--- config.mk ---
export PLATFORM = sky130hd
export DESIGN_NAME = label_mask_run_encoder_top
export DESIGN_NICKNAME = d
export VERILOG_FILES = /design/src/lmre_pkg.sv /design/src/lmre_cfg_regs.sv /design/src/lmre_core.sv /design/src/lmre_record_out.sv /design/src/label_mask_run_encoder_top.sv
export SDC_FILE = /design/constraint.sdc
export NUM_CORES = 1
export LEC_CHECK = 0
export ABC_AREA = 1
export BUFFER_PORTS_ARGS = -buffer_cell sky130_fd_sc_hd__buf_2
export CAP_MARGIN = 20
export CELL_PAD_IN_SITES_DETAIL_PLACEMENT = 0
export CELL_PAD_IN_SITES_GLOBAL_PLACEMENT = 2
export CORE_AREA = 2 2 335 271
export DETAILED_ROUTE_END_ITERATION = 6
export DIE_AREA = 0 0 337 273
export PLACE_DENSITY_LB_ADDON = 0.1
export SETUP_SLACK_MARGIN = 0.3
export SLEW_MARGIN = 20
export SYNTH_ARGS = -nofsm -noshare
export SYNTH_HDL_FRONTEND = slang
export SYNTH_SLANG_ARGS = --single-unit
--- constraint.sdc ---
create_clock -name clk -period 9.9 [get_ports clk]
set_input_delay 1.485 -clock clk [delete_from_list [all_inputs] [get_ports clk]]
set_output_delay 1.485 -clock clk [all_outputs]
set_load 0.1 [all_outputs]
--- src/lmre_pkg.sv ---
// Package for the label mask run encoder: types, codes and shared helpers.
`timescale 1ns / 1ps

package lmre_pkg;

    // Largest volume extent along any axis.
    localparam int MAX_DIM = 2048;

    localparam int DIM_W   = 12;   // extents, run ends and bounds
    localparam int POS_W   = 11;   // positions inside a ray, ray and plane indexes
    localparam int SKIP_W  = 23;
    localparam int PAIRS_W = 33;
    localparam int VOXEL_W = 34;
    localparam int LABEL_W = 16;
    localparam int CFG_IDX_W = 3;

    localparam logic [DIM_W-1:0] MAX_DIM_V = DIM_W'(MAX_DIM);

    // Configuration register indexes.
    localparam logic [CFG_IDX_W-1:0] REG_AXIS   = 3'd0;
    localparam logic [CFG_IDX_W-1:0] REG_TARGET = 3'd1;
    localparam logic [CFG_IDX_W-1:0] REG_X_SIZE = 3'd2;
    localparam logic [CFG_IDX_W-1:0] REG_Y_SIZE = 3'd3;
    localparam logic [CFG_IDX_W-1:0] REG_Z_SIZE = 3'd4;

    // Axis codes; the unused code behaves as the z axis.
    localparam logic [1:0] AXIS_X = 2'd0;
    localparam logic [1:0] AXIS_Y = 2'd1;
    localparam logic [1:0] AXIS_Z = 2'd2;
    localparam logic [1:0] AXIS_SPARE = 2'd3;

    localparam logic [1:0]         RESET_AXIS   = AXIS_X;
    localparam logic [LABEL_W-1:0] RESET_TARGET = 16'd1;
    localparam logic [DIM_W-1:0]   RESET_SIZE   = 12'd2048;

    typedef enum logic [1:0] {
        KIND_PAIR    = 2'd0,
        KIND_HEADER  = 2'd1,
        KIND_SUMMARY = 2'd2
    } kind_t;

    typedef struct packed {
        logic [1:0]         axis;
        logic [LABEL_W-1:0] target_label;
        logic [DIM_W-1:0]   x_size;
        logic [DIM_W-1:0]   y_size;
        logic [DIM_W-1:0]   z_size;
    } cfg_t;

    // Everything that one voxel beat produces: up to one pair, one header
    // and one summary record.
    typedef struct packed {
        logic                  has_pair;
        logic                  has_hdr;
        logic                  has_sum;
        logic [POS_W-1:0]      pair_start;
        logic [DIM_W-1:0]      pair_end;
        logic [SKIP_W-1:0]     hdr_skip;
        logic [POS_W-1:0]      hdr_pairs;
        logic [2:0][DIM_W-1:0] box_lo;
        logic [2:0][DIM_W-1:0] box_hi;
        logic [PAIRS_W-1:0]    total_pairs;
        logic [VOXEL_W-1:0]    voxel_total;
    } rec_group_t;

    // An extent of zero acts as one, and one above the maximum acts as the maximum.
    function automatic logic [DIM_W-1:0] eff_size(input logic [DIM_W-1:0] v);
        logic [DIM_W-1:0] r;
        if (v == '0)
        begin
            r = DIM_W'(1);
        end
        else if (v > MAX_DIM_V)
        begin
            r = MAX_DIM_V;
        end
        else
        begin
            r = v;
        end
        return r;
    endfunction

endpackage

--- src/lmre_cfg_regs.sv ---
// Configuration registers of the label mask run encoder.
`timescale 1ns / 1ps

module lmre_cfg_regs (
    input  logic                            clk,
    input  logic                            rst_n,
    input  logic                            wr_en,
    input  logic [lmre_pkg::CFG_IDX_W-1:0]  wr_index,
    input  logic [lmre_pkg::LABEL_W-1:0]    wr_data,
    output lmre_pkg::cfg_t                  cfg
);
    import lmre_pkg::*;

    cfg_t cfg_reg;
    cfg_t cfg_next;

    always_comb
    begin
        cfg_next = cfg_reg;
        if (wr_en)
        begin
            case (wr_index)
                REG_AXIS:   cfg_next.axis         = wr_data[1:0];
                REG_TARGET: cfg_next.target_label = wr_data;
                REG_X_SIZE: cfg_next.x_size       = wr_data[DIM_W-1:0];
                REG_Y_SIZE: cfg_next.y_size       = wr_data[DIM_W-1:0];
                REG_Z_SIZE: cfg_next.z_size       = wr_data[DIM_W-1:0];
                default:    cfg_next = cfg_reg;
            endcase
        end
    end

    always_ff @(posedge clk or negedge rst_n)
    begin
        if (!rst_n)
        begin
            cfg_reg.axis         <= RESET_AXIS;
            cfg_reg.target_label <= RESET_TARGET;
            cfg_reg.x_size       <= RESET_SIZE;
            cfg_reg.y_size       <= RESET_SIZE;
            cfg_reg.z_size       <= RESET_SIZE;
        end
        else
        begin
            cfg_reg <= cfg_next;
        end
    end

    assign cfg = cfg_reg;

endmodule

--- src/lmre_core.sv ---
// Scan state and record generation for one voxel beat of the label mask run encoder.
`timescale 1ns / 1ps

module lmre_core (
    input  logic                          clk,
    input  logic                          rst_n,
    input  lmre_pkg::cfg_t                cfg,
    input  logic                          step,
    input  logic [lmre_pkg::LABEL_W-1:0]  label_value,
    output lmre_pkg::rec_group_t          group
);
    import lmre_pkg::*;

    logic [POS_W-1:0]   along_reg, along_next;
    logic [POS_W-1:0]   ray_reg, ray_next;
    logic [POS_W-1:0]   plane_reg, plane_next;
    logic               open_reg, open_next;
    logic [POS_W-1:0]   begin_reg, begin_next;
    logic [POS_W-1:0]   first_reg, first_next;
    logic [SKIP_W-1:0]  empty_reg, empty_next;
    logic [POS_W-1:0]   rpairs_reg, rpairs_next;
    logic [PAIRS_W-1:0] ptotal_reg, ptotal_next;
    logic [VOXEL_W-1:0] vsum_reg, vsum_next;
    logic [2:0][DIM_W-1:0] lo_reg, lo_next;
    logic [2:0][DIM_W-1:0] hi_reg, hi_next;

    logic [1:0]       ax;
    logic [DIM_W-1:0] xs, ys, zs, d0n, d1n, d2n;
    logic [POS_W-1:0] lim0, lim1, lim2;
    logic [1:0]       d0idx, d1idx;
    logic             hit, ray_end, open_now, close, hdr, ray_wrap, vol_end;
    logic [DIM_W-1:0] pos_inc, run_end;
    logic [POS_W-1:0] begin_v, first_v, rpairs_mid;
    logic [PAIRS_W-1:0] ptotal_mid;
    logic [VOXEL_W-1:0] vsum_mid;
    logic [2:0][DIM_W-1:0] lo_mid, hi_mid;

    always_comb
    begin
        ax  = (cfg.axis == AXIS_SPARE) ? AXIS_Z : cfg.axis;
        xs  = eff_size(cfg.x_size);
        ys  = eff_size(cfg.y_size);
        zs  = eff_size(cfg.z_size);
        d2n = (ax == AXIS_X) ? xs : ((ax == AXIS_Y) ? ys : zs);
        d0n = (ax == AXIS_X) ? ys : xs;
        d1n = (ax == AXIS_Z) ? ys : zs;
        d0idx = (ax == AXIS_X) ? AXIS_Y : AXIS_X;
        d1idx = (ax == AXIS_Z) ? AXIS_Y : AXIS_Z;
        lim2 = POS_W'(d2n - DIM_W'(1));
        lim1 = POS_W'(d1n - DIM_W'(1));
        lim0 = POS_W'(d0n - DIM_W'(1));

        hit     = (label_value == cfg.target_label);
        ray_end = (along_reg >= lim2);
        pos_inc = {1'b0, along_reg} + DIM_W'(1);

        // A run opens on a hit with no run open and closes on a miss or at the ray end.
        open_now = open_reg | hit;
        begin_v  = open_reg ? begin_reg : along_reg;
        first_v  = (hit && !open_reg && rpairs_reg == '0) ? along_reg : first_reg;
        close    = open_now && (!hit || ray_end);
        run_end  = hit ? pos_inc : {1'b0, along_reg};

        rpairs_mid = close ? rpairs_reg + POS_W'(1) : rpairs_reg;
        ptotal_mid = close ? ptotal_reg + PAIRS_W'(1) : ptotal_reg;
        vsum_mid   = close ? vsum_reg + VOXEL_W'(run_end - {1'b0, begin_v}) : vsum_reg;
        hdr        = ray_end && (rpairs_mid != '0);

        // The three axes are touched by distinct sources, so each bound has one update.
        for (int i = 0; i < 3; i++)
        begin
            lo_mid[i] = lo_reg[i];
            hi_mid[i] = hi_reg[i];
            if (2'(i) == ax)
            begin
                if (close && {1'b0, first_v} < lo_reg[i])
                begin
                    lo_mid[i] = {1'b0, first_v};
                end
                if (close && run_end > hi_reg[i])
                begin
                    hi_mid[i] = run_end;
                end
            end
            else if (2'(i) == d0idx)
            begin
                if (hdr && {1'b0, plane_reg} < lo_reg[i])
                begin
                    lo_mid[i] = {1'b0, plane_reg};
                end
                if (hdr && {1'b0, plane_reg} > hi_reg[i])
                begin
                    hi_mid[i] = {1'b0, plane_reg};
                end
            end
            else if (2'(i) == d1idx)
            begin
                if (hdr && {1'b0, ray_reg} < lo_reg[i])
                begin
                    lo_mid[i] = {1'b0, ray_reg};
                end
                if (hdr && {1'b0, ray_reg} > hi_reg[i])
                begin
                    hi_mid[i] = {1'b0, ray_reg};
                end
            end
        end

        ray_wrap = ray_end && (ray_reg >= lim1);
        vol_end  = ray_wrap && (plane_reg >= lim0);

        along_next  = ray_end ? '0 : pos_inc[POS_W-1:0];
        ray_next    = ray_end ? (ray_wrap ? '0 : ray_reg + POS_W'(1)) : ray_reg;
        plane_next  = ray_wrap ? (vol_end ? '0 : plane_reg + POS_W'(1)) : plane_reg;
        open_next   = open_now && !close;
        begin_next  = begin_v;
        first_next  = first_v;
        rpairs_next = hdr ? '0 : rpairs_mid;

        if (vol_end)
        begin
            empty_next  = '0;
            ptotal_next = '0;
            vsum_next   = '0;
            for (int i = 0; i < 3; i++)
            begin
                lo_next[i] = MAX_DIM_V;
                hi_next[i] = '0;
            end
        end
        else
        begin
            empty_next  = ray_end ? (hdr ? '0 : empty_reg + SKIP_W'(1)) : empty_reg;
            ptotal_next = ptotal_mid;
            vsum_next   = vsum_mid;
            lo_next     = lo_mid;
            hi_next     = hi_mid;
        end

        group.has_pair    = close;
        group.has_hdr     = hdr;
        group.has_sum     = vol_end;
        group.pair_start  = begin_v;
        group.pair_end    = run_end;
        group.hdr_skip    = empty_reg;
        group.hdr_pairs   = rpairs_mid;
        group.box_lo      = lo_mid;
        group.box_hi      = hi_mid;
        group.total_pairs = ptotal_mid;
        group.voxel_total = vsum_mid;
    end

    always_ff @(posedge clk or negedge rst_n)
    begin
        if (!rst_n)
        begin
            along_reg  <= '0;
            ray_reg    <= '0;
            plane_reg  <= '0;
            open_reg   <= 1'b0;
            begin_reg  <= '0;
            first_reg  <= '0;
            empty_reg  <= '0;
            rpairs_reg <= '0;
            ptotal_reg <= '0;
            vsum_reg   <= '0;
            for (int i = 0; i < 3; i++)
            begin
                lo_reg[i] <= MAX_DIM_V;
                hi_reg[i] <= '0;
            end
        end
        else if (step)
        begin
            along_reg  <= along_next;
            ray_reg    <= ray_next;
            plane_reg  <= plane_next;
            open_reg   <= open_next;
            begin_reg  <= begin_next;
            first_reg  <= first_next;
            empty_reg  <= empty_next;
            rpairs_reg <= rpairs_next;
            ptotal_reg <= ptotal_next;
            vsum_reg   <= vsum_next;
            lo_reg     <= lo_next;
            hi_reg     <= hi_next;
        end
    end

`ifndef SYNTHESIS
    // An open run always lies behind the first position of its ray.
    a_open_not_at_start: assert property (@(posedge clk) disable iff (!rst_n)
        open_reg |-> (along_reg != '0))
        else $error("run open at ray start");

    // A summary can only come at the end of a ray.
    a_sum_at_ray_end: assert property (@(posedge clk) disable iff (!rst_n)
        (step && vol_end) |-> ray_end)
        else $error("summary away from ray end");
`endif

endmodule

--- src/lmre_record_out.sv ---
// Result register of the label mask run encoder: holds one record group and sends it beat by beat.
`timescale 1ns / 1ps

module lmre_record_out (
    input  logic                          clk,
    input  logic                          rst_n,
    input  logic                          load,
    input  lmre_pkg::rec_group_t          group,
    output logic                          ready,
    output logic                          out_valid,
    input  logic                          out_stall,
    output logic [1:0]                    record_kind,
    output logic [lmre_pkg::SKIP_W-1:0]   first_value,
    output logic [lmre_pkg::DIM_W-1:0]    second_value,
    output logic [lmre_pkg::DIM_W-1:0]    box_x_low,
    output logic [lmre_pkg::DIM_W-1:0]    box_x_high,
    output logic [lmre_pkg::DIM_W-1:0]    box_y_low,
    output logic [lmre_pkg::DIM_W-1:0]    box_y_high,
    output logic [lmre_pkg::DIM_W-1:0]    box_z_low,
    output logic [lmre_pkg::DIM_W-1:0]    box_z_high,
    output logic [lmre_pkg::PAIRS_W-1:0]  total_pairs,
    output logic [lmre_pkg::VOXEL_W-1:0]  voxel_total,
    output logic                          last
);
    import lmre_pkg::*;

    rec_group_t grp_reg;
    logic [2:0] pend_reg, pend_next;   // pending records: pair, header, summary
    logic [2:0] sent;
    logic       beat;
    kind_t      kind;

    assign beat      = out_valid && !out_stall;
    assign out_valid = (pend_reg != '0);
    assign last      = $onehot(pend_reg);
    assign ready     = (pend_reg == '0) || (last && !out_stall);

    always_comb
    begin
        if (pend_reg[0])
        begin
            kind = KIND_PAIR;
            sent = 3'b001;
        end
        else if (pend_reg[1])
        begin
            kind = KIND_HEADER;
            sent = 3'b010;
        end
        else
        begin
            kind = KIND_SUMMARY;
            sent = 3'b100;
        end

        pend_next = beat ? (pend_reg & ~sent) : pend_reg;
        if (load)
        begin
            pend_next = {group.has_sum, group.has_hdr, group.has_pair};
        end
    end

    always_ff @(posedge clk or negedge rst_n)
    begin
        if (!rst_n)
        begin
            pend_reg <= '0;
        end
        else
        begin
            pend_reg <= pend_next;
        end
    end

    always_ff @(posedge clk)
    begin
        if (load)
        begin
            grp_reg <= group;
        end
    end

    always_comb
    begin
        record_kind  = kind;
        first_value  = '0;
        second_value = '0;
        box_x_low    = '0;
        box_x_high   = '0;
        box_y_low    = '0;
        box_y_high   = '0;
        box_z_low    = '0;
        box_z_high   = '0;
        total_pairs  = '0;
        voxel_total  = '0;
        case (kind)
            KIND_PAIR:
            begin
                first_value  = SKIP_W'(grp_reg.pair_start);
                second_value = grp_reg.pair_end;
            end
            KIND_HEADER:
            begin
                first_value  = grp_reg.hdr_skip;
                second_value = {1'b0, grp_reg.hdr_pairs};
            end
            KIND_SUMMARY:
            begin
                box_x_low   = grp_reg.box_lo[0];
                box_x_high  = grp_reg.box_hi[0];
                box_y_low   = grp_reg.box_lo[1];
                box_y_high  = grp_reg.box_hi[1];
                box_z_low   = grp_reg.box_lo[2];
                box_z_high  = grp_reg.box_hi[2];
                total_pairs = grp_reg.total_pairs;
                voxel_total = grp_reg.voxel_total;
            end
            default:
            begin
                first_value = '0;
            end
        endcase
    end

`ifndef SYNTHESIS
    // A new group is taken only when the current one is gone by the same edge.
    a_load_when_ready: assert property (@(posedge clk) disable iff (!rst_n)
        load |-> ready)
        else $error("record group overwritten");

    // A beat without last leaves more records of the group waiting.
    a_group_continues: assert property (@(posedge clk) disable iff (!rst_n)
        (beat && !last) |=> out_valid)
        else $error("record group cut short");

    // The summary always closes its group.
    a_summary_last: assert property (@(posedge clk) disable iff (!rst_n)
        (out_valid && record_kind == KIND_SUMMARY) |-> last)
        else $error("summary not last");
`endif

endmodule

--- src/label_mask_run_encoder_top.sv ---
// Top level of the label mask run encoder.
`timescale 1ns / 1ps

// Path: input register, then scan logic, then result register, from which records leave.
// Throughput: one voxel beat per cycle while each beat yields at most one record and
// out_stall stays low; a beat that yields two or three records holds the input until the
// last of them leaves, since the one result register sends records one at a time.
// Reset: rst_n clears the scan counters, totals and bounds and loads the register defaults
// (axis x, target label 1, all extents 2048); no clearing pass is needed.
module label_mask_run_encoder_top (
    input  logic                                clk,
    input  logic                                rst_n,
    input  logic                                cfg_write,
    input  logic [lmre_pkg::CFG_IDX_W-1:0]      cfg_index,
    input  logic [lmre_pkg::LABEL_W-1:0]        cfg_data,
    input  logic                                in_valid,
    output logic                                in_stall,
    input  logic [lmre_pkg::LABEL_W-1:0]        label_value,
    output logic                                out_valid,
    input  logic                                out_stall,
    output logic [1:0]                          record_kind,
    output logic [lmre_pkg::SKIP_W-1:0]         first_value,
    output logic [lmre_pkg::DIM_W-1:0]          second_value,
    output logic [lmre_pkg::DIM_W-1:0]          box_x_low,
    output logic [lmre_pkg::DIM_W-1:0]          box_x_high,
    output logic [lmre_pkg::DIM_W-1:0]          box_y_low,
    output logic [lmre_pkg::DIM_W-1:0]          box_y_high,
    output logic [lmre_pkg::DIM_W-1:0]          box_z_low,
    output logic [lmre_pkg::DIM_W-1:0]          box_z_high,
    output logic [lmre_pkg::PAIRS_W-1:0]        total_pairs,
    output logic [lmre_pkg::VOXEL_W-1:0]        voxel_total,
    output logic                                last
);
    import lmre_pkg::*;

    cfg_t       cfg;
    rec_group_t group;
    logic       ready;
    logic       step;
    logic       in_beat;

    // The input register holds one voxel label. It moves into the scan logic as soon as
    // the result register can take the records the voxel produces, so a fresh beat is
    // accepted in the same cycle that the held one moves on.
    logic                 vld_reg, vld_next;
    logic [LABEL_W-1:0]   label_reg;

    assign step     = vld_reg && ready;
    assign in_stall = vld_reg && !ready;
    assign in_beat  = in_valid && !in_stall;

    always_comb
    begin
        vld_next = vld_reg;
        if (in_beat)
        begin
            vld_next = 1'b1;
        end
        else if (step)
        begin
            vld_next = 1'b0;
        end
    end

    always_ff @(posedge clk or negedge rst_n)
    begin
        if (!rst_n)
        begin
            vld_reg <= 1'b0;
        end
        else
        begin
            vld_reg <= vld_next;
        end
    end

    always_ff @(posedge clk)
    begin
        if (in_beat)
        begin
            label_reg <= label_value;
        end
    end

    lmre_cfg_regs u_cfg (
        .clk      (clk),
        .rst_n    (rst_n),
        .wr_en    (cfg_write),
        .wr_index (cfg_index),
        .wr_data  (cfg_data),
        .cfg      (cfg)
    );

    // Scan state and record generation: compares, counters and adds for one voxel.
    lmre_core u_core (
        .clk         (clk),
        .rst_n       (rst_n),
        .cfg         (cfg),
        .step        (step),
        .label_value (label_reg),
        .group       (group)
    );

    // Result register: pair, header and summary leave in that order, last on the final one.
    lmre_record_out u_out (
        .clk          (clk),
        .rst_n        (rst_n),
        .load         (step),
        .group        (group),
        .ready        (ready),
        .out_valid    (out_valid),
        .out_stall    (out_stall),
        .record_kind  (record_kind),
        .first_value  (first_value),
        .second_value (second_value),
        .box_x_low    (box_x_low),
        .box_x_high   (box_x_high),
        .box_y_low    (box_y_low),
        .box_y_high   (box_y_high),
        .box_z_low    (box_z_low),
        .box_z_high   (box_z_high),
        .total_pairs  (total_pairs),
        .voxel_total  (voxel_total),
        .last         (last)
    );

endmodule

==> out/results.md, run 1 <==
| Result | This run | Unit |
|:---|:---|:---|
| CTS sink cnt | 499 | - |
| GRT Overall Usage | 0.240 | - |
| Initial cell density of the core | 0.367 | - |
| Portion of the post-synthesis area used by sequential elements | 0.417 | - |
| Pre-CTS setup slack | 2.40 | ns |
| Remaining antenna violation count | 0 | - |
| Total Negative Setup Slacks | 0 | ns |
| H-tree Lvls | 2 | - |
| Final Wtd Congestion | 0.866 | - |
| Post-layout instance count excluding filler cells | 5601 | - |
| Fraction of final layout cells with drive strength greater than 1 | 0.0988 | - |
| Flip-flop and latch count after synthesis | 499 | - |
| Synth warnings | 0 | - |
| Number of enable-type register cells in the synthesized netlist | 212 | - |
| Kind of cell adding the most delay to the critical path | simple AND/OR/NAND/NOR gates | - |
| Failing checks | DRC | - |
| Post-route clock period utilization | 0.748 | - |
| Cell total after placement | 5491 | - |
| Maximum fanout encountered on the critical timing path | 53 | - |
| Type of the most critical hold path | reg -> reg | - |
| Max-Cap Viols | 0 | - |
| Number of global-route vias before repair | 27500 | - |
| Startpoint of the worst setup timing path | u_cfg.cfg[6] | - |
| Longest Clk Path Bufs | 3 | - |
| Setup Viol. Count Final | 0 | - |
| Antenna diode instance count | 0 | - |
| Mapped Nets | 4459 | - |
| Clock tree from TritonCTS | built | - |
| Tightest slew margin relative to the limit | 0.294 | - |
| Area Overhead vs Synth | 13.6 | % |
| Minimum clock period after layout | 7.41 | ns |
| Hold buffers post-CTS | 0 | - |
| Final number of max-transition violations | 0 | - |
| Post-CTS Repair Setup Buffers | 0 | - |
| Die outline area | 0.0920 | mm^2 |
| Number of resized instances in the post-cts repair step | 0 | - |
| Buffers and inverters on the worst path | 5 | - |
| Largest cells by area after synthesis | sky130_fd_sc_hd__dfrtp_1 (22%), sky130_fd_sc_hd__edfxtp_1 (20%), sky130_fd_sc_hd__nand2_1 (11%) | - |
| Total global routing overflow | 0 | - |
| Number of cells traversed by the worst hold path | 0 | - |
| Fmax | 135 | MHz |
| Vias | 28400 | - |
| Required time of the critical path | 10.33 | ns |
| Die width | 337 | um |
| Number of optimization iterations in the first detailed-route pass | 7 | - |
| Final hold slack | 0.454 | ns |
| Area leader, netlist | sky130_fd_sc_hd__dfrtp_1 | - |
| Clock Tree Root | sky130_fd_sc_hd__clkbuf_16 | - |
| Slew @ Worst Pin | 1.05 | ns |
| Worst Reg2Reg Path Length in Cells | 36 | - |
| Clock latency on the worst-skew pair | 0.68 | ns |
| Crit path top cell by count | sky130_fd_sc_hd__nand2_1 | - |
| Setup repair after global routing missed its margin | false | - |
| Avg Cell Area, Syn | 7.79 | um^2 |
| Synth Cell Area | 0.0325 | mm^2 |
| Wire length of the first global-routing pass | 169000 | um |
| Distinct cell type count of the synthesized netlist | 59 | - |
| Worst setup slack after layout | 2.49 | ns |
| Iteration-0 DRC count of the detailed router | 2165 | - |
| Path type of the worst setup path | reg -> reg | - |
| Worst-path clk slew | 0.06 | ns |
| Antenna violations before repair | 4 | - |
| Slowest cell on the critical path | sky130_fd_sc_hd__a31oi_1 | - |
| Reg-to-reg startpoint | u_cfg.cfg[6] | - |
| Share of the synthesized area in the top cell type | 0.215 | - |
| Maximum number of pins on one net before global-route repair | 152 | - |
| Most instantiated flip-flop cell in the synthesis netlist | sky130_fd_sc_hd__dfrtp_1 | - |
| Startpoint kind of the worst setup timing path | register | - |
| Std cell rows | 98 | - |
| Run status | finished with violations | - |
| Number of hold violations in the final report | 0 | - |
| Max FFs per register | 196 | - |
| Post-Route WL | 111000 | um |
| Drt wl/cell | 19.8 | um |
| Data arrival time at the worst-slack endpoint | 7.84 | ns |
| Critical path endpoint category | register | - |
| Buffers on Ports | 218 | - |
| Gate count after technology mapping | 4179 | - |
| Height of the chip | 273 | um |
| Leading cell type by number of instances after synthesis | sky130_fd_sc_hd__nand2_1 | - |
| Layout Nets | 4631 | - |
| Post-DR vias/cell | 5.07 | - |
| Final worst clock skew | 0.0516 | ns |
| Biggest cell delay along the critical path | 0.61 | ns |
| Crit path depth | 36 | - |
| Origin of the worst min-delay path | u_core.empty_reg[18] | - |
| Sum of net half-perimeters after detailed placement | 79000 | um |
| FFs w/ async S/R, synth | 0.575 | - |
| DRC violation count after routing | 3 | - |
| Num CTS Buffers | 58 | - |
| Top-Level Pins | 219 | - |
| Floorplan Core Area | 0.0887 | mm^2 |
| Leading cell types by count after synthesis | sky130_fd_sc_hd__nand2_1 (937), sky130_fd_sc_hd__inv_1 (574), sky130_fd_sc_hd__nor2_1 (354) | - |
-- metal layers --
layer,track usage,vias to the layer above,share of wire
li1,-,14200,-
met1,0.347,13400,0.49
met2,0.382,612,0.44
met3,0.0302,145,0.048
met4,0.0580,0,0.022
met5,0,-,0
-- through the flow --
stage / util / area [um^2]
after floorplan: - / 32500
after global routing: 0.417 / 37000
final: 0.417 / 37000
after CTS: 0.417 / 37000
after detailed placement: 0.394 / 35000
after global placement: 0.394 / 35000
-- final cells by class --
type | instances | area, um^2
inverter | 590 | 2220
multi-input combinational | 2928 | 16100
timing repair buffer | 274 | 1530
tap | 1200 | 1500
sequential | 499 | 13600
clock buffer | 79 | 1640
clock inverter | 31 | 365
fill | 9218 | 51700
-- worst paths after layout --
check | slack (ns) | end
max | 2.49 | u_out.grp_reg[129]
min | 0.45 | u_out.grp_reg[168]
max reg2reg | 2.49 | u_out.grp_reg[129]
min reg2reg | 0.45 | u_out.grp_reg[168]
max in group asynchronous | 6.99 | u_core.hi_reg[28]
min in group asynchronous | 0.87 | u_core.ptotal_reg[16]
-- cell usage in the layout (no fill, tap or decap), drive strengths merged, types with 4 or more instances in the layout --
cell / n
nand3b: 13
a31oi: 23
xor2: 95
a21oi: 176
buf: 274
a221oi: 6
nor2: 367
bufinv: 6
and2: 49
dfrtp: 280
a21boi: 10
o21ai: 341
o21a: 8
nand4: 97
o22ai: 24
o31ai: 6
inv: 584
xnor2: 28
clkinvlp: 4
clkinv: 27
nand2: 948
a21o: 7
o21bai: 6
nor3b: 6
nand3: 335
nor4: 11
clkbuf: 79
a211oi: 4
a22o: 29
and3: 13
o211ai: 14
edfxtp: 212
o221ai: 6
ha: 237
or2: 7
nor3: 51
dfstp: 7
-- kinds of logic (layout without fill, tap and decap cells) --
family	count (synthesis)	after routing	synth area share
simple gates	1898	1898	0.254
buf+inv	752	974	0.0884
compound gates	664	664	0.114
flops	499	499	0.417
fa+ha+maj	240	240	0.0930
xor+xnor	123	123	0.0331
mux	3	3	0.00100
Power of run 1 is not shown: default switching activity piles up to over one toggle a cycle in this logic, so the estimate is an artifact.
==> run 2, diff against run 1 <==
--- a/config.mk
+++ b/config.mk
@@ -5,14 +5,14 @@
 export SDC_FILE = /design/constraint.sdc
 export NUM_CORES = 1
 export LEC_CHECK = 0
-export ABC_AREA = 1
+export ABC_AREA = 0
 export BUFFER_PORTS_ARGS = -buffer_cell sky130_fd_sc_hd__buf_2
 export CAP_MARGIN = 20
 export CELL_PAD_IN_SITES_DETAIL_PLACEMENT = 0
 export CELL_PAD_IN_SITES_GLOBAL_PLACEMENT = 2
-export CORE_AREA = 2 2 335 271
+export CORE_AREA = 2 2 315 255
 export DETAILED_ROUTE_END_ITERATION = 6
-export DIE_AREA = 0 0 337 273
+export DIE_AREA = 0 0 317 257
 export PLACE_DENSITY_LB_ADDON = 0.1
 export SETUP_SLACK_MARGIN = 0.3
 export SLEW_MARGIN = 20
==> constraint.sdc (replaced) <==
create_clock -name clk -period 7.6 [get_ports clk]
set_input_delay 1.14 -clock clk [delete_from_list [all_inputs] [get_ports clk]]
set_output_delay 1.14 -clock clk [all_outputs]
set_load 0.1 [all_outputs]
==> run 2 against run 1 <==
The flow now finishes without violations. Cell area is 3.6% lower. Setup slack worse by 1.7 ns. Utilization is 3.9 points higher. Via count is 11% lower. Non-clock buffer count is 47 higher.
==> out/results.md, run 2 <==
| Result | This run | Unit |
|:---|:---|:---|
| Run status | finished clean | - |
| Area leader, netlist | sky130_fd_sc_hd__dfrtp_1 | - |
| Flip-flop and latch count after synthesis | 499 | - |
| Final worst clock skew | 0.0269 | ns |
| Layout Utilization | 0.456 | - |
| Post-DR vias/cell | 5.65 | - |
| Number of hold violations in the final report | 0 | - |
| Post-Route WL | 104000 | um |
| Die width | 317 | um |
| Number of optimization iterations in the first detailed-route pass | 5 | - |
| Post-route clock period utilization | 0.898 | - |
| FFs w/ async S/R, synth | 0.575 | - |
| Pleak | 16.2 | nW |
| DRC violation count after routing | 0 | - |
| Clock Tree Root | sky130_fd_sc_hd__clkbuf_16 | - |
| CTS sink cnt | 499 | - |
| Setup repair after global routing missed its margin | false | - |
| Routed wl met3 | 4960 | um |
| Synth Cell Area | 0.0311 | mm^2 |
| Kind of cell adding the most delay to the critical path | compound AO/OA/AOI/OAI gates | - |
| Maximum fanout encountered on the critical timing path | 20 | - |
| Fraction of final layout cells with drive strength greater than 1 | 0.155 | - |
| Area Overhead vs Synth | 14.5 | % |
| Highest-count cells in the layout ignoring fill and taps | sky130_fd_sc_hd__nand2_1 (332), sky130_fd_sc_hd__dfrtp_1 (279), sky130_fd_sc_hd__ha_1 (237) | - |
| Leading cell type by number of instances after synthesis | sky130_fd_sc_hd__nand2_1 | - |
| Total power divided by cell area | 352 | mW/mm^2 |
| Most instantiated flip-flop cell in the synthesis netlist | sky130_fd_sc_hd__dfrtp_1 | - |
| Longest Clk Path Bufs | 3 | - |
| Setup Viol. Count Final | 0 | - |
| H-tree Lvls | 2 | - |
| Height of the chip | 257 | um |
| Vias | 25300 | - |
| Critical path endpoint category | register | - |
| Minimum clock period after layout | 6.82 | ns |
| Post-layout instance count excluding filler cells | 4481 | - |
| Startpoint kind of the worst setup timing path | register | - |
| Final number of max-transition violations | 0 | - |
| Wire length of the first global-routing pass | 157000 | um |
| Leading cell types by count after synthesis | sky130_fd_sc_hd__nand2_1 (333), sky130_fd_sc_hd__dfrtp_1 (280), sky130_fd_sc_hd__ha_1 (237) | - |
| Top-Level Pins | 219 | - |
| Floorplan Core Area | 0.0782 | mm^2 |
| Data arrival time at the worst-slack endpoint | 7.22 | ns |
| Cell total after placement | 4369 | - |
| Sum of net half-perimeters after detailed placement | 75200 | um |
| Slowest cell on the critical path | sky130_fd_sc_hd__dfstp_2 | - |
| Biggest cell delay along the critical path | 0.54 | ns |
| Worst-path clk slew | 0.06 | ns |
| GRT Overall Usage | 0.252 | - |
| Antenna violations before repair | 2 | - |
| Most common cell after layout, fill and taps aside | sky130_fd_sc_hd__nand2_1 | - |
| Highest signal layer in the routed design | met4 | - |
| Distinct cell type count of the synthesized netlist | 85 | - |
| Final Wtd Congestion | 0.913 | - |
| Clock latency on the worst-skew pair | 0.66 | ns |
| Slew @ Worst Pin | 1.03 | ns |
| Initial cell density of the core | 0.398 | - |
| Max-Cap Viols | 0 | - |
| Tightest slew margin relative to the limit | 0.311 | - |
| Crit path top cell by count | sky130_fd_sc_hd__a21oi_1 | - |
| Portion of the post-synthesis area used by sequential elements | 0.436 | - |
| Hold buffers post-CTS | 0 | - |
| Largest cells by area after synthesis | sky130_fd_sc_hd__dfrtp_1 (23%), sky130_fd_sc_hd__edfxtp_1 (20%), sky130_fd_sc_hd__ha_1 (9.5%) | - |
| IR drop worst, VDD | 0.000191 | V |
| Drt wl/cell | 23.1 | um |
| Met2 routed wirelength | 46600 | um |
| Avg Cell Area, Syn | 9.74 | um^2 |
| Die outline area | 0.0815 | mm^2 |
| Max FFs per register | 196 | - |
| Met1 wire length | 50200 | um |
| Remaining antenna violation count | 0 | - |
| Buffers and inverters on the worst path | 2 | - |
| Gate count after technology mapping | 3194 | - |
| Path type of the worst setup path | reg -> reg | - |
| Number of enable-type register cells in the synthesized netlist | 212 | - |
| Buffers on Ports | 218 | - |
| Share of the synthesized area in the top cell type | 0.225 | - |
| Total Negative Setup Slacks | 0 | ns |
| Type of the most critical hold path | reg -> reg | - |
| Clock tree from TritonCTS | built | - |
| Total global routing overflow | 0 | - |
| Maximum number of pins on one net before global-route repair | 119 | - |
| Fmax | 147 | MHz |
| Num CTS Buffers | 56 | - |
| Count of filler cells inserted in the layout | 7449 | - |
| Synth warnings | 0 | - |
| Mapped Nets | 3474 | - |
| Required time of the critical path | 7.99 | ns |
| Layout Nets | 3676 | - |
| Number of global-route vias before repair | 24700 | - |
| Std cell rows | 92 | - |
| Iteration-0 DRC count of the detailed router | 2100 | - |
run 2: path summary, 6_finish.rpt:
kind                                        endpoint  slack, ns  cells past startpoint           startpoint
worst max register to register     u_out.grp_reg[32]       0.78                     28        u_cfg.cfg[36]
worst min register to register   u_core.begin_reg[5]       0.48                      2  u_core.begin_reg[5]
worst max-delay path               u_out.grp_reg[32]       0.78                     28        u_cfg.cfg[36]
worst min-delay path             u_core.begin_reg[5]       0.48                      2  u_core.begin_reg[5]
min in group asynchronous       u_core.empty_reg[16]       0.52                      1                rst_n
max in group asynchronous           u_core.lo_reg[8]       5.51                      2                rst_n
run 2: repair_timing:
action | 4_1_cts | 5_1_grt
pin swaps | 0 | 2
setup buffers | 0 | 3
endpoints found under the hold margin | 0 | 0
setup endpoints to repair | 1 | 8
gates resized for setup | 1 | 12
gates cloned | 0 | 0
run 2: metrics by stage:
stage | area, um^2 | total power, W | setup slack [ns] | hold WS (ns)
2_1_floorplan | 31100 | 0.00824 | 0.390 | 0.449
3_3_place_gp | 33700 | 0.00963 | 0.558 | 0.463
3_5_place_dp | 33700 | 0.00971 | 0.281 | 0.471
4_1_cts | 35600 | 0.0126 | 0.427 | 0.484
5_1_grt | 35600 | 0.0133 | 0.297 | 0.502
6_report | 35600 | 0.0125 | 0.778 | 0.476
run 2: layout make-up:
cell class	instances	area [um^2]	share of cell area
multi-input cells	2378	16500	0.462
flip-flops and latches	499	13600	0.380
repair buffers	321	1890	0.0530
clock buffers	77	1550	0.0435
well taps	1034	1290	0.0363
inverters	140	533	0.0150
clock inverters	29	345	0.00969
diodes	3	7.51	0.000211
run 2: metal layers:
metal,track usage,up-vias
li1,-,12000
met1,0.376,12500
met2,0.393,693
met3,0.0252,121
met4,0.0558,0
met5,0,-
run 2: worst reg2reg max path: cells and delay by family, from the launching register on:
kind | cells | cell delay [ns]
AND/OR/NAND/NOR | 7 | 1.47
buffers and inverters | 2 | 0.39
AO/OA/AOI/OAI | 13 | 2.77
flip-flops | 1 | 0.54
adder cells (fa/ha/maj) | 2 | 0.67
multiplexers | 1 | 0.28
XOR/XNOR | 3 | 0.44
run 2: power by group:
| part | switching, W | total (W) | internal, W |
|---|---|---|---|
| combinational | 0.00429 | 0.00606 | 0.00176 |
| sequential | 0.000321 | 0.00363 | 0.00331 |
| clock | 0.00121 | 0.00286 | 0.00164 |
run 2: logic make-up (layout without fill, tap and decap cells):
kind of cell	Yosys count	after routing	share of synthesized area
simple gates	1061	1061	0.167
compound gates	806	806	0.176
buf+inv	317	567	0.0394
xor+xnor	144	144	0.0405
other cells	0	3	0
fa+ha+maj	240	240	0.0972
mux	127	127	0.0441
flops	499	499	0.436
No activity file was read; power rests on OpenSTA's default activity.
==> run 3, diff against run 2 <==
--- a/config.mk
+++ b/config.mk
@@ -11,6 +11,7 @@
 export CELL_PAD_IN_SITES_DETAIL_PLACEMENT = 0
 export CELL_PAD_IN_SITES_GLOBAL_PLACEMENT = 2
 export CORE_AREA = 2 2 315 255
+export CTS_CLUSTER_DIAMETER = 30
 export DETAILED_ROUTE_END_ITERATION = 6
 export DIE_AREA = 0 0 317 257
 export PLACE_DENSITY_LB_ADDON = 0.1
==> constraint.sdc (replaced) <==
create_clock -name clk -period 6.9 [get_ports clk]
set_input_delay 1.035 -clock clk [delete_from_list [all_inputs] [get_ports clk]]
set_output_delay 1.035 -clock clk [all_outputs]
set_load 0.1 [all_outputs]
==> run 3 against run 2 <==
Setup slack worse by 0.14 ns. Combinational power up 16%. Largest cell class unchanged. Clock-buffer cell count up 89. Sequential share of layout area down 3.4 points. Global-route usage up 0.39 points. Critical endpoint unchanged.
==> out/results.md, run 3 (synthesis gave the netlist of run 2 again) <==
| Result | This run | Unit |
|:---|:---|:---|
| Run status | finished clean | - |
| Total global routing overflow | 0 | - |
| Biggest cell delay along the critical path | 0.39 | ns |
| Post-layout instance count excluding filler cells | 4661 | - |
| Pleak | 17.9 | nW |
| Setup Viol. Count Final | 0 | - |
| Post-DP Area | 0.0339 | mm^2 |
| Sum of net half-perimeters after detailed placement | 74300 | um |
| Worst reg2reg path endpoint | u_out.grp_reg[32] | - |
| Longest Clk Path Bufs | 3 | - |
| Worst setup slack after layout | 0.635 | ns |
| Highest-count cells in the layout ignoring fill and taps | sky130_fd_sc_hd__nand2_1 (332), sky130_fd_sc_hd__dfrtp_1 (280), sky130_fd_sc_hd__ha_1 (232) | - |
| Wire length of the first global-routing pass | 159000 | um |
| Antenna violations before repair | 2 | - |
| DRC violation count after routing | 0 | - |
| Hold buffers post-CTS | 0 | - |
| Cell total after placement | 4396 | - |
| Required time of the critical path | 7.34 | ns |
| Drt wl/cell | 22.4 | um |
| Tightest slew margin relative to the limit | 0.231 | - |
| Slowest cell on the critical path | sky130_fd_sc_hd__fa_1 | - |
| Fraction of final layout cells with drive strength greater than 1 | 0.201 | - |
| Vias | 26300 | - |
| H-tree Lvls | 4 | - |
| Die outline area | 0.0815 | mm^2 |
| Num CTS Buffers | 131 | - |
| Post-route clock period utilization | 0.908 | - |
| Clock tree from TritonCTS | built | - |
| Std cell rows | 92 | - |
| Fmax | 160 | MHz |
| Maximum fanout encountered on the critical timing path | 6 | - |
| Final Wtd Congestion | 0.886 | - |
| Setup repair after global routing missed its margin | false | - |
| Buffers on Ports | 218 | - |
| Minimum clock period after layout | 6.26 | ns |
| Worst Reg2Reg Path Length in Cells | 29 | - |
| Slew @ Worst Pin | 1.15 | ns |
| Height of the chip | 257 | um |
| Number of hold violations in the final report | 0 | - |
| Count of filler cells inserted in the layout | 7204 | - |
| Startpoint kind of the worst setup timing path | register | - |
| Floorplan Core Area | 0.0782 | mm^2 |
| Pre-CTS setup slack | -0.372 | ns |
| Post-DR vias/cell | 5.63 | - |
| Total power divided by cell area | 451 | mW/mm^2 |
| Remaining antenna violation count | 0 | - |
| Number of global-route vias before repair | 25700 | - |
| Reg-to-reg startpoint | u_cfg.cfg[39] | - |
| Post-route cell area | 0.0391 | mm^2 |
| Area Overhead vs Synth | 25.7 | % |
| Iteration-0 DRC count of the detailed router | 1782 | - |
| Clock latency on the worst-skew pair | 0.70 | ns |
| Final hold slack | 0.355 | ns |
| Die width | 317 | um |
| Path type of the worst setup path | reg -> reg | - |
| Max FFs per register | 196 | - |
| Final worst clock skew | 0.0296 | ns |
| Worst R2R Setup Slack | 0.64 | ns |
| Critical path endpoint category | register | - |
| Maximum number of pins on one net before global-route repair | 137 | - |
| Initial cell density of the core | 0.398 | - |
| Clock Tree Root | sky130_fd_sc_hd__clkbuf_16 | - |
| GRT Overall Usage | 0.256 | - |
| Most common cell after layout, fill and taps aside | sky130_fd_sc_hd__nand2_1 | - |
| IR drop worst, VDD | 0.000246 | V |
| Worst-path clk slew | 0.05 | ns |
| Number of optimization iterations in the first detailed-route pass | 6 | - |
| Max-Cap Viols | 0 | - |
| CTS sink cnt | 499 | - |
| Layout Nets | 3796 | - |
| Type of the most critical hold path | in -> async | - |
| Final number of max-transition violations | 0 | - |
| Post-Route WL | 104000 | um |
| Data arrival time at the worst-slack endpoint | 6.70 | ns |
| Top-Level Pins | 219 | - |
==> run 3: metal layers <==
metal | global-route usage | up-vias | wire (um)
met5 | 0 | - | 0
met4 | 0.0832 | 0 | 2620
met3 | 0.0527 | 177 | 6650
met2 | 0.380 | 837 | 45600
met1 | 0.371 | 12900 | 49600
li1 | - | 12300 | -
==> run 3: worst max path at each step <==
stage	cells past startpoint	startpoint	to
3_5_place_dp	27	u_cfg.cfg[36]	u_out.grp_reg[32]
3_3_place_gp	27	u_cfg.cfg[36]	u_out.grp_reg[32]
4_1_cts	23	u_cfg.cfg[28]	u_out.grp_reg[68]
5_1_grt	31	u_cfg.cfg[39]	u_out.grp_reg[31]
6_report	29	u_cfg.cfg[39]	u_out.grp_reg[32]
2_1_floorplan	29	u_cfg.cfg[36]	u_out.grp_reg[32]
==> run 3: area by class of cell <==
type                            instances  area, um^2  area share
Multi-Input combinational cell       2379       16600       0.425
Sequential cell                       499       13600       0.347
Clock buffer                          166        3710      0.0949
Timing Repair Buffer                  365        2270      0.0582
Tap cell                             1034        1290      0.0331
Clock inverter                         77        1110      0.0284
Inverter                              140         533      0.0136
Antenna cell                            1        2.50   0.0000640
==> run 3: report_power, final <==
part	switching [W]	internal [W]	total (W)
clock network	0.00192	0.00469	0.00660
logic	0.00488	0.00217	0.00705
registers	0.000337	0.00366	0.00400
==> run 3: per-stage QoR <==
stage	TNS, ns	total power (W)	util
2_1_floorplan	0	0.00910	-
3_3_place_gp	-1.27	0.0107	0.434
3_5_place_dp	-1.46	0.0108	0.434
4_1_cts	0	0.0176	0.497
5_1_grt	0	0.0186	0.500
6_report	0	0.0177	0.500
==> run 3: worst max-delay path: cells and delay by family (launching register included) <==
kind	cells	cell delay (ns)
XOR/XNOR	3	0.44
AND/OR/NAND/NOR	6	1.15
AO/OA/AOI/OAI	13	2.39
flip-flops	1	0.38
multiplexers	1	0.26
buffers and inverters	3	0.41
adder cells (fa/ha/maj)	3	0.96
==> run 3: what timing repair did <==
item	in CTS	in global routing
pin swaps	2	19
gates cloned	1	0
endpoints found under the setup margin	34	135
setup buffers	5	14
resized for setup	5	40
